## config.mk

```make
export PLATFORM = sky130hd
export DESIGN_NAME = am_envelope_bandpass_smoother_top_flat
export DESIGN_NICKNAME = d
export VERILOG_FILES = /design/src/rtl/core/amebs_pkg.sv /design/src/rtl/core/amebs_if.sv /design/src/rtl/core/am_envelope_bandpass_smoother_top.sv /design/src/rtl/core/amebs_front.sv /design/src/rtl/core/amebs_queue.sv /design/src/rtl/core/amebs_back.sv /design/src/flat_wrapper.sv
export SDC_FILE = /design/constraint.sdc
export NUM_CORES = 2
export LEC_CHECK = 0
export ABC_AREA = 1
export ABC_CLOCK_PERIOD_IN_PS = 11400
export BUFFER_PORTS_ARGS = -buffer_cell sky130_fd_sc_hd__buf_2
export CAP_MARGIN = 15
export CORE_UTILIZATION = 55
export CTS_CLUSTER_DIAMETER = 120
export DETAILED_ROUTE_END_ITERATION = 8
export GPL_ROUTABILITY_DRIVEN = 0
export GPL_TIMING_DRIVEN = 0
export PLACE_DENSITY = 0.76
export RECOVER_POWER = 100
export SYNTH_ARGS = -nofsm -noshare
export SYNTH_HDL_FRONTEND = slang
export SYNTH_SLANG_ARGS = --single-unit
```

## constraint.sdc

```tcl
create_clock -name clk -period 11.4 [get_ports clk]
set_input_delay 0 -clock clk [delete_from_list [all_inputs] [get_ports clk]]
set_output_delay 0 -clock clk [all_outputs]
set_load 0.03 [all_outputs]
```

## src/rtl/core/amebs_pkg.sv

```systemverilog
// ---------------------------------------------------------------------------
// AM envelope smoother package
// Shared types, register indexes and fixed widths of the envelope block.
// ---------------------------------------------------------------------------
`timescale 1ns / 1ps
`default_nettype none

package amebs_pkg;

  // Fixed field widths.
  localparam int SAMPLE_W   = 16;
  localparam int MAG_W      = 16;
  localparam int FMAG_W     = 18;
  localparam int LEVEL_W    = 17;
  localparam int INDEX_BITS = 48;

  // Coefficient fraction bits of the biquad.
  localparam int COEF_FRAC_BITS = 16;

  // Default depth of the queue between the front and the back end.
  localparam int QUEUE_DEPTH_DEF = 2;

  // Configuration port.
  localparam int CFG_IDX_W  = 3;
  localparam int CFG_DATA_W = 18;

  localparam logic [CFG_IDX_W-1:0] REG_BP_GAIN       = 3'd0;
  localparam logic [CFG_IDX_W-1:0] REG_FB_COEF_ONE   = 3'd1;
  localparam logic [CFG_IDX_W-1:0] REG_FB_COEF_TWO   = 3'd2;
  localparam logic [CFG_IDX_W-1:0] REG_SMOOTH_WEIGHT = 3'd3;
  localparam logic [CFG_IDX_W-1:0] REG_DECIM_RATIO   = 3'd4;

  // Configuration registers as seen by the back end.
  typedef struct packed {
    logic        [16:0] bp_gain;
    logic signed [17:0] fb_coef_one;
    logic        [16:0] fb_coef_two;
    logic        [15:0] smooth_weight;
    logic        [15:0] decim_ratio;
  } cfg_t;

  localparam cfg_t CFG_RESET = '{
    bp_gain:       17'd844,
    fb_coef_one:   -18'sd128275,
    fb_coef_two:   17'd63847,
    smooth_weight: 16'd1311,
    decim_ratio:   16'd48
  };

endpackage

`default_nettype wire

```

## src/rtl/core/amebs_if.sv

```systemverilog
// ---------------------------------------------------------------------------
// AM envelope smoother channels
// Valid/ready channels for I/Q requests and for envelope results.
// ---------------------------------------------------------------------------
`timescale 1ns / 1ps
`default_nettype none

interface amebs_in_if;
  logic                               valid;
  logic                               ready;
  logic signed [amebs_pkg::SAMPLE_W-1:0] i_sample;
  logic signed [amebs_pkg::SAMPLE_W-1:0] q_sample;

  modport source (output valid, output i_sample, output q_sample, input ready);
  modport sink   (input valid, input i_sample, input q_sample, output ready);
endinterface

interface amebs_out_if;
  logic                              valid;
  logic                              ready;
  logic [amebs_pkg::INDEX_BITS-1:0]  sample_index;
  logic [amebs_pkg::MAG_W-1:0]       magnitude;
  logic [amebs_pkg::FMAG_W-1:0]      filtered_magnitude;
  logic [amebs_pkg::LEVEL_W-1:0]     smoothed_level;

  modport source (output valid, output sample_index, output magnitude,
                  output filtered_magnitude, output smoothed_level, input ready);
  modport sink   (input valid, input sample_index, input magnitude,
                  input filtered_magnitude, input smoothed_level, output ready);
endinterface

`default_nettype wire

```

## src/rtl/core/am_envelope_bandpass_smoother_top.sv

```systemverilog
// Throughput is set by the bit-serial square root in the front end, which
// takes no new I/Q request until its magnitude is pushed; the back end works
// each sample through its one shared multiplier, and a short queue decouples
// the two.
// Reset: synchronous, active low; filter state, counters and queue clear and
// the configuration registers return to their default coefficients.
// ---------------------------------------------------------------------------
// AM envelope bandpass smoother top level
// Magnitude, bandpass biquad, exponential averager and decimator.
// ---------------------------------------------------------------------------
`timescale 1ns / 1ps
`default_nettype none

module am_envelope_bandpass_smoother_top #(
  parameter int QUEUE_DEPTH = amebs_pkg::QUEUE_DEPTH_DEF
) (
  input  wire logic                            clk,
  input  wire logic                            rst_n,
  amebs_in_if.sink                             in_chan,
  amebs_out_if.source                          out_chan,
  input  wire logic                            cfg_we,
  input  wire logic [amebs_pkg::CFG_IDX_W-1:0]  cfg_index,
  input  wire logic [amebs_pkg::CFG_DATA_W-1:0] cfg_wdata
);
  import amebs_pkg::*;

  cfg_t             cfg_r;
  logic             q_push, q_full, q_pop, q_not_empty;
  logic [MAG_W-1:0] q_push_data, q_pop_data;

  // Configuration registers.
  always_ff @(posedge clk) begin
    if (!rst_n) begin
      cfg_r <= CFG_RESET;
    end else if (cfg_we) begin
      case (cfg_index)
        REG_BP_GAIN:       cfg_r.bp_gain       <= cfg_wdata[16:0];
        REG_FB_COEF_ONE:   cfg_r.fb_coef_one   <= cfg_wdata;
        REG_FB_COEF_TWO:   cfg_r.fb_coef_two   <= cfg_wdata[16:0];
        REG_SMOOTH_WEIGHT: cfg_r.smooth_weight <= cfg_wdata[15:0];
        REG_DECIM_RATIO:   cfg_r.decim_ratio   <= cfg_wdata[15:0];
        default: begin
        end
      endcase
    end
  end

  // Front end: accept and take the magnitude.
  amebs_front u_front (
    .clk         (clk),
    .rst_n       (rst_n),
    .in_valid    (in_chan.valid),
    .in_ready    (in_chan.ready),
    .in_i_sample (in_chan.i_sample),
    .in_q_sample (in_chan.q_sample),
    .push        (q_push),
    .push_data   (q_push_data),
    .full        (q_full)
  );

  // Magnitude queue.
  amebs_queue #(
    .DEPTH (QUEUE_DEPTH)
  ) u_queue (
    .clk       (clk),
    .rst_n     (rst_n),
    .push      (q_push),
    .push_data (q_push_data),
    .full      (q_full),
    .pop       (q_pop),
    .pop_data  (q_pop_data),
    .not_empty (q_not_empty)
  );

  // Back end: filter, smooth, decimate.
  amebs_back u_back (
    .clk                    (clk),
    .rst_n                  (rst_n),
    .cfg                    (cfg_r),
    .q_not_empty            (q_not_empty),
    .q_data                 (q_pop_data),
    .q_pop                  (q_pop),
    .out_valid              (out_chan.valid),
    .out_ready              (out_chan.ready),
    .out_sample_index       (out_chan.sample_index),
    .out_magnitude          (out_chan.magnitude),
    .out_filtered_magnitude (out_chan.filtered_magnitude),
    .out_smoothed_level     (out_chan.smoothed_level)
  );

endmodule

`default_nettype wire

```

## src/rtl/core/amebs_front.sv

```systemverilog
// ---------------------------------------------------------------------------
// AM envelope smoother front end
// Accepts I/Q requests, forms I*I+Q*Q and takes its integer square root
// one result bit per cycle, then hands the magnitude to the queue.
// ---------------------------------------------------------------------------
`timescale 1ns / 1ps
`default_nettype none

module amebs_front (
  input  wire logic                        clk,
  input  wire logic                        rst_n,
  input  wire logic                        in_valid,
  output logic                             in_ready,
  input  wire logic signed [amebs_pkg::SAMPLE_W-1:0] in_i_sample,
  input  wire logic signed [amebs_pkg::SAMPLE_W-1:0] in_q_sample,
  output logic                             push,
  output logic [amebs_pkg::MAG_W-1:0]      push_data,
  input  wire logic                        full
);
  import amebs_pkg::*;

  localparam logic [2:0] F_IDLE = 3'd0;
  localparam logic [2:0] F_SQ_I = 3'd1;
  localparam logic [2:0] F_SQ_Q = 3'd2;
  localparam logic [2:0] F_ROOT = 3'd3;
  localparam logic [2:0] F_PUSH = 3'd4;

  logic [2:0]                 state_r, state_nxt;
  logic signed [SAMPLE_W-1:0] xi_r, xq_r;
  logic [31:0]                pw_r;
  logic [19:0]                rem_r;
  logic [MAG_W-1:0]           root_r;
  logic [3:0]                 step_r;

  logic signed [SAMPLE_W-1:0] sq_op;
  logic signed [31:0]         sq_p;
  logic [19:0]                rem_sh;
  logic [19:0]                trial;

  // One shared squarer for both components.
  assign sq_op = (state_r == F_SQ_I) ? xi_r : xq_r;
  assign sq_p  = sq_op * sq_op;

  // Square root step: bring in two bits of the power, try root*4+1.
  assign rem_sh = {rem_r[17:0], pw_r[31:30]};
  assign trial  = {2'b00, root_r, 2'b01};

  assign in_ready  = (state_r == F_IDLE);
  assign push      = (state_r == F_PUSH);
  assign push_data = root_r;

  // Sequencer next state.
  always_comb begin
    state_nxt = state_r;
    case (state_r)
      F_IDLE: if (in_valid) state_nxt = F_SQ_I;
      F_SQ_I: state_nxt = F_SQ_Q;
      F_SQ_Q: state_nxt = F_ROOT;
      F_ROOT: if (step_r == 4'd0) state_nxt = F_PUSH;
      F_PUSH: if (!full) state_nxt = F_IDLE;
      default: state_nxt = F_IDLE;
    endcase
  end

  always_ff @(posedge clk) begin
    if (!rst_n) begin
      state_r <= F_IDLE;
    end else begin
      state_r <= state_nxt;
    end
  end

  // Datapath registers.
  always_ff @(posedge clk) begin
    case (state_r)
      F_IDLE: begin
        xi_r <= in_i_sample;
        xq_r <= in_q_sample;
      end
      F_SQ_I: begin
        pw_r <= sq_p;
      end
      F_SQ_Q: begin
        pw_r   <= pw_r + 32'(sq_p);
        rem_r  <= '0;
        root_r <= '0;
        step_r <= 4'd15;
      end
      F_ROOT: begin
        pw_r   <= {pw_r[29:0], 2'b00};
        step_r <= step_r - 4'd1;
        if (rem_sh >= trial) begin
          rem_r  <= rem_sh - trial;
          root_r <= {root_r[MAG_W-2:0], 1'b1};
        end else begin
          rem_r  <= rem_sh;
          root_r <= {root_r[MAG_W-2:0], 1'b0};
        end
      end
      default: begin
      end
    endcase
  end

endmodule

`default_nettype wire

```

## src/rtl/core/amebs_queue.sv

```systemverilog
// ---------------------------------------------------------------------------
// AM envelope smoother queue
// Small FIFO of magnitudes between the front end and the back end.
// ---------------------------------------------------------------------------
`timescale 1ns / 1ps
`default_nettype none

module amebs_queue #(
  parameter int DEPTH = amebs_pkg::QUEUE_DEPTH_DEF
) (
  input  wire logic                   clk,
  input  wire logic                   rst_n,
  input  wire logic                   push,
  input  wire logic [amebs_pkg::MAG_W-1:0] push_data,
  output logic                        full,
  input  wire logic                   pop,
  output logic [amebs_pkg::MAG_W-1:0] pop_data,
  output logic                        not_empty
);
  import amebs_pkg::*;

  localparam int PTR_W = (DEPTH > 1) ? $clog2(DEPTH) : 1;
  localparam int CNT_W = $clog2(DEPTH + 1);
  localparam logic [PTR_W-1:0] LAST = PTR_W'(DEPTH - 1);
  localparam logic [CNT_W-1:0] FULL_CNT = CNT_W'(DEPTH);

  logic [MAG_W-1:0] mem_r [DEPTH];
  logic [PTR_W-1:0] wr_ptr_r, rd_ptr_r;
  logic [CNT_W-1:0] cnt_r;
  logic             do_push, do_pop;

  assign full      = (cnt_r == FULL_CNT);
  assign not_empty = (cnt_r != '0);
  assign do_push   = push && !full;
  assign do_pop    = pop && not_empty;
  assign pop_data  = mem_r[rd_ptr_r];

  // Storage.
  always_ff @(posedge clk) begin
    if (do_push) begin
      mem_r[wr_ptr_r] <= push_data;
    end
  end

  // Pointers and fill count.
  always_ff @(posedge clk) begin
    if (!rst_n) begin
      wr_ptr_r <= '0;
      rd_ptr_r <= '0;
      cnt_r    <= '0;
    end else begin
      if (do_push) begin
        wr_ptr_r <= (wr_ptr_r == LAST) ? '0 : wr_ptr_r + PTR_W'(1);
      end
      if (do_pop) begin
        rd_ptr_r <= (rd_ptr_r == LAST) ? '0 : rd_ptr_r + PTR_W'(1);
      end
      if (do_push && !do_pop) begin
        cnt_r <= cnt_r + CNT_W'(1);
      end else if (do_pop && !do_push) begin
        cnt_r <= cnt_r - CNT_W'(1);
      end
    end
  end

endmodule

`default_nettype wire

```

## src/rtl/core/amebs_back.sv

```systemverilog
// ---------------------------------------------------------------------------
// AM envelope smoother back end
// Runs each magnitude through the bandpass biquad and the exponential
// averager on one shared multiplier, decimates and registers the result.
// ---------------------------------------------------------------------------
`timescale 1ns / 1ps
`default_nettype none

module amebs_back (
  input  wire logic                        clk,
  input  wire logic                        rst_n,
  input  wire amebs_pkg::cfg_t             cfg,
  input  wire logic                        q_not_empty,
  input  wire logic [amebs_pkg::MAG_W-1:0] q_data,
  output logic                             q_pop,
  output logic                             out_valid,
  input  wire logic                        out_ready,
  output logic [amebs_pkg::INDEX_BITS-1:0] out_sample_index,
  output logic [amebs_pkg::MAG_W-1:0]      out_magnitude,
  output logic [amebs_pkg::FMAG_W-1:0]     out_filtered_magnitude,
  output logic [amebs_pkg::LEVEL_W-1:0]    out_smoothed_level
);
  import amebs_pkg::*;

  localparam logic [2:0] B_IDLE = 3'd0;
  localparam logic [2:0] B_M0   = 3'd1;
  localparam logic [2:0] B_M1   = 3'd2;
  localparam logic [2:0] B_M2   = 3'd3;
  localparam logic [2:0] B_RND  = 3'd4;
  localparam logic [2:0] B_S0   = 3'd5;
  localparam logic [2:0] B_S1   = 3'd6;
  localparam logic [2:0] B_OUT  = 3'd7;

  localparam logic signed [39:0] RND_HALF = 40'sd1 <<< (COEF_FRAC_BITS - 1);
  localparam logic signed [39:0] Y_HI     = 40'sd131071;
  localparam logic signed [39:0] Y_LO     = -40'sd131072;

  logic [2:0]             state_r, state_nxt;
  logic [MAG_W-1:0]       mag_r;
  logic [16:0]            x1_r, x2_r;
  logic signed [17:0]     y1_r, y2_r;
  logic signed [39:0]     acc_r;
  logic [FMAG_W-1:0]      fmag_r;
  logic signed [34:0]     d_r;
  logic signed [37:0]     sm_r;
  logic [32:0]            accs_r;
  logic [15:0]            dc_r;
  logic [INDEX_BITS-1:0]  smp_cnt_r, idx_r;
  logic                   emit_r;
  logic                   out_valid_r;

  logic signed [18:0]     mul_a, mul_b;
  logic signed [37:0]     mul_p;
  logic signed [39:0]     prod_ext;
  logic signed [18:0]     x_diff;
  logic signed [39:0]     rnd_sum, y_wide;
  logic signed [17:0]     y_sat;
  logic signed [18:0]     y_ext;
  logic [FMAG_W-1:0]      y_abs;
  logic [15:0]            dc_inc;
  logic                   slot_free;

  // b0*x - b0*x2 is taken as one product of b0 and the difference.
  assign x_diff = $signed({3'b000, mag_r}) - $signed({2'b00, x2_r});

  // Shared multiplier operand selection.
  always_comb begin
    mul_a = '0;
    mul_b = '0;
    case (state_r)
      B_M0: begin
        mul_a = $signed({2'b00, cfg.bp_gain});
        mul_b = x_diff;
      end
      B_M1: begin
        mul_a = {cfg.fb_coef_one[17], cfg.fb_coef_one};
        mul_b = {y1_r[17], y1_r};
      end
      B_M2: begin
        mul_a = $signed({2'b00, cfg.fb_coef_two});
        mul_b = {y2_r[17], y2_r};
      end
      B_S0: begin
        mul_a = $signed({3'b000, cfg.smooth_weight});
        mul_b = d_r[34:16];
      end
      B_S1: begin
        mul_a = $signed({3'b000, cfg.smooth_weight});
        mul_b = $signed({3'b000, d_r[15:0]});
      end
      default: begin
      end
    endcase
  end

  assign mul_p    = mul_a * mul_b;
  assign prod_ext = {{2{mul_p[37]}}, mul_p};

  // Rounding, saturation and absolute value of the biquad output.
  assign rnd_sum = acc_r + RND_HALF;
  assign y_wide  = rnd_sum >>> COEF_FRAC_BITS;
  always_comb begin
    if (y_wide > Y_HI) begin
      y_sat = 18'sd131071;
    end else if (y_wide < Y_LO) begin
      y_sat = -18'sd131072;
    end else begin
      y_sat = y_wide[17:0];
    end
  end
  assign y_ext = {y_sat[17], y_sat};
  assign y_abs = y_ext[18] ? FMAG_W'(-y_ext) : FMAG_W'(y_ext);

  // Decimation test.
  assign dc_inc = dc_r + 16'd1;

  // The output register can take a result when empty or being drained.
  assign slot_free = !out_valid_r || out_ready;

  assign q_pop     = (state_r == B_IDLE) && q_not_empty;
  assign out_valid = out_valid_r;

  // Sequencer next state.
  always_comb begin
    state_nxt = state_r;
    case (state_r)
      B_IDLE: if (q_not_empty) state_nxt = B_M0;
      B_M0:   state_nxt = B_M1;
      B_M1:   state_nxt = B_M2;
      B_M2:   state_nxt = B_RND;
      B_RND:  state_nxt = B_S0;
      B_S0:   state_nxt = B_S1;
      B_S1:   state_nxt = B_OUT;
      B_OUT:  if (!emit_r || slot_free) state_nxt = B_IDLE;
      default: state_nxt = B_IDLE;
    endcase
  end

  // Control and filter state.
  always_ff @(posedge clk) begin
    if (!rst_n) begin
      state_r     <= B_IDLE;
      x1_r        <= '0;
      x2_r        <= '0;
      y1_r        <= '0;
      y2_r        <= '0;
      accs_r      <= '0;
      dc_r        <= '0;
      smp_cnt_r   <= '0;
      emit_r      <= 1'b0;
      out_valid_r <= 1'b0;
    end else begin
      state_r <= state_nxt;
      case (state_r)
        B_RND: begin
          x1_r <= {1'b0, mag_r};
          x2_r <= x1_r;
          y1_r <= y_sat;
          y2_r <= y1_r;
        end
        B_S1: begin
          accs_r    <= accs_r + sm_r[32:0] + {17'd0, mul_p[31:16]};
          smp_cnt_r <= smp_cnt_r + INDEX_BITS'(1);
          if ((dc_inc >= cfg.decim_ratio) || (dc_inc == 16'd0)) begin
            emit_r <= 1'b1;
            dc_r   <= '0;
          end else begin
            emit_r <= 1'b0;
            dc_r   <= dc_inc;
          end
        end
        default: begin
        end
      endcase

      // Output register: load a result, or drop the one just taken.
      if ((state_r == B_OUT) && emit_r && slot_free) begin
        out_valid_r <= 1'b1;
      end else if (out_ready) begin
        out_valid_r <= 1'b0;
      end
    end
  end

  // Payload registers.
  always_ff @(posedge clk) begin
    case (state_r)
      B_IDLE: mag_r <= q_data;
      B_M0:   acc_r <= prod_ext;
      B_M1:   acc_r <= acc_r - prod_ext;
      B_M2:   acc_r <= acc_r - prod_ext;
      B_RND: begin
        fmag_r <= y_abs;
        d_r    <= $signed({1'b0, y_abs, 16'd0}) - $signed({2'b00, accs_r});
      end
      B_S0:   sm_r  <= mul_p;
      B_S1:   idx_r <= smp_cnt_r;
      default: begin
      end
    endcase

    if ((state_r == B_OUT) && emit_r && slot_free) begin
      out_sample_index       <= idx_r;
      out_magnitude          <= mag_r;
      out_filtered_magnitude <= fmag_r;
      out_smoothed_level     <= accs_r[32:16];
    end
  end

endmodule

`default_nettype wire
```

## src/flat_wrapper.sv

```systemverilog
// flat-port wrapper written by rule: the top's interface ports become plain ports
module am_envelope_bandpass_smoother_top_flat import amebs_pkg::*;
#(
  parameter int QUEUE_DEPTH = amebs_pkg::QUEUE_DEPTH_DEF
)
  (clk, rst_n, cfg_we, cfg_index, cfg_wdata, in_chan_valid, in_chan_i_sample, in_chan_q_sample, in_chan_ready, out_chan_valid, out_chan_sample_index, out_chan_magnitude, out_chan_filtered_magnitude, out_chan_smoothed_level, out_chan_ready);
  amebs_in_if in_chan_i ();
  amebs_out_if out_chan_i ();
  input  wire logic clk;
  input  wire logic rst_n;
  input  wire logic cfg_we;
  input  wire logic [amebs_pkg::CFG_IDX_W-1:0] cfg_index;
  input  wire logic [amebs_pkg::CFG_DATA_W-1:0] cfg_wdata;
  input wire logic [$bits(in_chan_i.valid)-1:0] in_chan_valid;
  input wire logic [$bits(in_chan_i.i_sample)-1:0] in_chan_i_sample;
  input wire logic [$bits(in_chan_i.q_sample)-1:0] in_chan_q_sample;
  output wire logic [$bits(in_chan_i.ready)-1:0] in_chan_ready;
  output wire logic [$bits(out_chan_i.valid)-1:0] out_chan_valid;
  output wire logic [$bits(out_chan_i.sample_index)-1:0] out_chan_sample_index;
  output wire logic [$bits(out_chan_i.magnitude)-1:0] out_chan_magnitude;
  output wire logic [$bits(out_chan_i.filtered_magnitude)-1:0] out_chan_filtered_magnitude;
  output wire logic [$bits(out_chan_i.smoothed_level)-1:0] out_chan_smoothed_level;
  input wire logic [$bits(out_chan_i.ready)-1:0] out_chan_ready;
  assign in_chan_i.valid = in_chan_valid;
  assign in_chan_i.i_sample = in_chan_i_sample;
  assign in_chan_i.q_sample = in_chan_q_sample;
  assign in_chan_ready = in_chan_i.ready;
  assign out_chan_valid = out_chan_i.valid;
  assign out_chan_sample_index = out_chan_i.sample_index;
  assign out_chan_magnitude = out_chan_i.magnitude;
  assign out_chan_filtered_magnitude = out_chan_i.filtered_magnitude;
  assign out_chan_smoothed_level = out_chan_i.smoothed_level;
  assign out_chan_i.ready = out_chan_ready;
  am_envelope_bandpass_smoother_top #(.QUEUE_DEPTH(QUEUE_DEPTH)) u_core (.clk(clk), .rst_n(rst_n), .in_chan(in_chan_i), .out_chan(out_chan_i), .cfg_we(cfg_we), .cfg_index(cfg_index), .cfg_wdata(cfg_wdata));
endmodule
```

==> impl_metrics.csv <==
group,metric,value,unit
critical_path,regToRegStartpoint,"u_core.u_back.state_r[1]$_SDFFE_PN0P_",
timing,finClkSkew,0.05398,ns
timing,worst_pin_slew,1.272,ns
floorplanning,start_util,0.5568,
floorplanning,fp.dieW,326.1,um
drt,firstDrtPassIters,9,
clock_network,htreeDepth,3,
critical_path,r2r-end,"u_core.u_back.accs_r[19]$_SDFFE_PN0P_",
run,maxCapViolations,0,
yosys,synth_area_per_cell,8.665,um^2
cells_and_area,final_common_cell,"inv_1",
placement,placed_area,0.06061,mm^2
drt,drc,0,
critical_path,ff2ff_path_depth,41,
yosys,yosysWarnings,0,
placement,place_inst,8220,
clock_network,worstSkewPairLatency,0.68,ns
cells_and_area,stdcell_area,0.06463,mm^2
cells_and_area,fill_cells,8552,
yosys,synth_ff_type,"edfxtp_1",
timing,setup_viol,0,
yosys,synth.distinct_cells,65,
clock_network,numCtsBuffers,75,
grt,grt_pass1_wl,260000,um
yosys,syn_area,0.05779,mm^2
grt,first_global_vias,47710,
yosys,synth_edf_count,423,
yosys,async_reset_ff_frac,0,
critical_path,crit_slowest_cell,"fa_1",
worst_hold_path,hold_class,"in2reg",
yosys,ys_seq_elements,684,
drt,vias_per_cell,5.706,
floorplanning,rows,118,
clock_network,clock-root-buffer,"clkbuf_16",
floorplanning,die_h,326.1,um
critical_path,worst-setup-path-type,"reg2reg",
timing,final_max_slew_viol_count,0,
floorplanning,core,0.1038,mm^2
critical_path,startpoint_type,"flip-flop",
timing,slew_headroom,0.1520,
timing,fmax,89.61,MHz
critical_path,crit_path_max_incr_delay,0.55,ns
timing,setup_tns,0,ns
critical_path,worstPathMaxFanout,10,
critical_path,crit_family,"adder cells",
clock_network,clockBufferDepth,3,
cells_and_area,fin_cells,8450,
clock_network,clock_sinks,684,
drt,ant_nets,0,
floorplanning,ios,159,
clock_network,clkTransAtPathRegs,0.06,ns
timing,fin_crit_sh,0.9789,
cells_and_area,layout_common_cells,"inv_1 (1243), nand2_1 (1100), nor2_1 (665)",
critical_path,arrival,11.71,ns
status,outcome,"completed",
worst_hold_path,min_to,"u_core.u_front.xi_r[15]$_DFFE_PP_",
clock_network,cts_tree,"done",
critical_path,cp-end-kind,"flip-flop",
placement,dp_hpwl,131100,um
cells_and_area,drive_above_1_share,0.08094,
grt,track_usage,0.3133,
drt,wirelength,166500,um
critical_path,cp_num_buf_inv,9,
drt,drtIter0Drc,4889,
timing,fin_hold_ws,0.08302,ns
critical_path,path_common_cell,"nand2_1",
grt,grt_remaining_overflow,0,
critical_path,r2r_slack,0.24,ns
cells_and_area,syn2layout_area_growth,11.84,%
worst_hold_path,holdPathStages,2,
timing,hold_viol_final,0,
yosys,yosysSeqAreaShare,0.3102,
yosys,syn-instance-count,6669,
worst_hold_path,min_from,"in_chan_i_sample[15]",
grt,grt_max_degree,63,
drt,vias,48220,
timing,fin_crit,11.16,ns
placement,portBuffers,158,
floorplanning,fp.dieArea,0.1064,mm^2
cells_and_area,final_nets,8063,
yosys,synth.net_count,7727,
drt,wl_per_cell,19.70,um
grt,antenna_found_initial,5,
critical_path,worst_ep_required_time,11.95,ns
==> state kept, by name, indices dropped and copies added (netlist names), 18 cells and up <==
| register | count |
|---|---|
| u_core.u_back.d_r | 35 |
| u_core.cfg_r | 84 |
| u_core.u_back.out_filtered_magnitude | 18 |
| u_core.u_queue.mem_r | 32 |
| u_core.u_back.idx_r | 48 |
| u_core.u_back.sm_r | 33 |
| u_core.u_front.pw_r | 32 |
| u_core.u_back.acc_r | 40 |
| u_core.u_back.smp_cnt_r | 48 |
| u_core.u_front.rem_r | 18 |
| u_core.u_back.out_sample_index | 48 |
| u_core.u_back.fmag_r | 18 |
| u_core.u_back.y2_r | 18 |
| u_core.u_back.y1_r | 18 |
| u_core.u_back.accs_r | 33 |
==> through the flow <==
| step | util | setup slack (ns) |
|---|---|---|
| 5_1_grt | 0.6227 | -0.1354 |
| 3_3_place_gp | 0.5810 | -1.432 |
| 6_report | 0.6227 | 0.2400 |
| 2_1_floorplan | - | 1.397 |
| 4_1_cts | 0.6182 | 0.02056 |
| 3_5_place_dp | 0.5839 | -0.9849 |
==> repair_timing <==
item | in CTS | in global routing
resized for setup | 49 | 102
hold endpoints to repair | 121 | 0
endpoints found under the setup margin | 39 | 29
hold buffers | 60 | 0
pin swaps | 5 | 10
buffers inserted | 11 | 19
cloned | 0 | 1
==> synth_stat cells, types with 11 or more instances <==
library cell / count / share of area
dfxtp_1: 261 / 0.090
inv_1: 1250 / 0.081
a21oi_1: 442 / 0.038
ha_1: 386 / 0.084
a22o_1: 12 / 0.0018
a21o_1: 18 / 0.0023
or2_2: 40 / 0.0043
o211ai_1: 27 / 0.0035
nor4_1: 26 / 0.0028
nor2_2: 11 / 0.0012
clkbuf_1: 143 / 0.0093
a221oi_1: 23 / 0.0035
o21ai_1: 20 / 0.0017
buf_2: 21 / 0.0018
nand2_1: 1117 / 0.073
nand3_1: 212 / 0.018
o21bai_1: 24 / 0.0031
xnor2_1: 62 / 0.0094
nor2_1: 674 / 0.044
nand4_1: 57 / 0.0062
inv_2: 19 / 0.0012
xor2_1: 141 / 0.021
fa_1: 614 / 0.21
a31oi_1: 20 / 0.0022
nor3_1: 86 / 0.0074
edfxtp_1: 423 / 0.22
o21a_1: 17 / 0.0022
o21ai_0: 373 / 0.032
nand3_2: 13 / 0.0023
==> how the worst max path moves through the flow <==
stage / from / slack (ns) / end / cells after the start
5_1_grt: u_core.u_back.state_r[1]$_SDFFE_PN0P_ / -0.14 / u_core.u_back.accs_r[19]$_SDFFE_PN0P_ / 41
3_3_place_gp: u_core.u_back.state_r[2]$_SDFFE_PN0P_ / -1.43 / u_core.u_back.accs_r[31]$_SDFFE_PN0P_ / 46
6_report: u_core.u_back.state_r[1]$_SDFFE_PN0P_ / 0.24 / u_core.u_back.accs_r[19]$_SDFFE_PN0P_ / 41
4_1_cts: u_core.u_back.mag_r[0]$_DFFE_PP_ / 0.02 / u_core.u_back.accs_r[32]$_SDFFE_PN0P_ / 50
3_5_place_dp: u_core.u_back.state_r[2]$_SDFFE_PN0P_ / -0.98 / u_core.u_back.accs_r[31]$_SDFFE_PN0P_ / 48
2_1_floorplan: u_core.u_back.state_r[2]$_SDFFE_PN0P_ / 1.40 / u_core.u_back.accs_r[27]$_SDFFE_PN0P_ / 48
==> final cells by class <==
| type | instances | area, um^2 | area share |
|---|---|---|---|
| multi-input combinational | 4532 | 34840 | 0.5391 |
| sequential | 684 | 17930 | 0.2774 |
| inverter | 1278 | 4816 | 0.07451 |
| clock buffer | 98 | 2120 | 0.03279 |
| timing repair buffer | 262 | 1907 | 0.02950 |
| tap | 1380 | 1727 | 0.02671 |
| buffer | 172 | 752.0 | 0.01163 |
| clock inverter | 41 | 533.0 | 0.008247 |
| antenna | 3 | 7.507 | 0.0001162 |
==> cell families after synthesis <==
logic type / after synthesis / share of synthesized area
AO/OA/AOI/OAI: 1043 / 0.1008
XOR/XNOR: 204 / 0.03105
adder cells (fa/ha/maj): 1000 / 0.2963
buffers and inverters: 1453 / 0.09522
flip-flops: 684 / 0.3102
AND/OR/NAND/NOR: 2285 / 0.1664
==> routing by layer <==
layer  GRT usage  vias up  wire (um)  part of all wire
li1            -    22000          -                 -
met1      0.4122    23030      63250              0.38
met2      0.4906     2609      74970              0.45
met3     0.06266      577      18250              0.11
met4      0.1645        0       9985             0.060
met5           0        -          0                 0
Power is not shown: default switching activity piles up to over one toggle a cycle in this logic, so the estimate is an artifact.
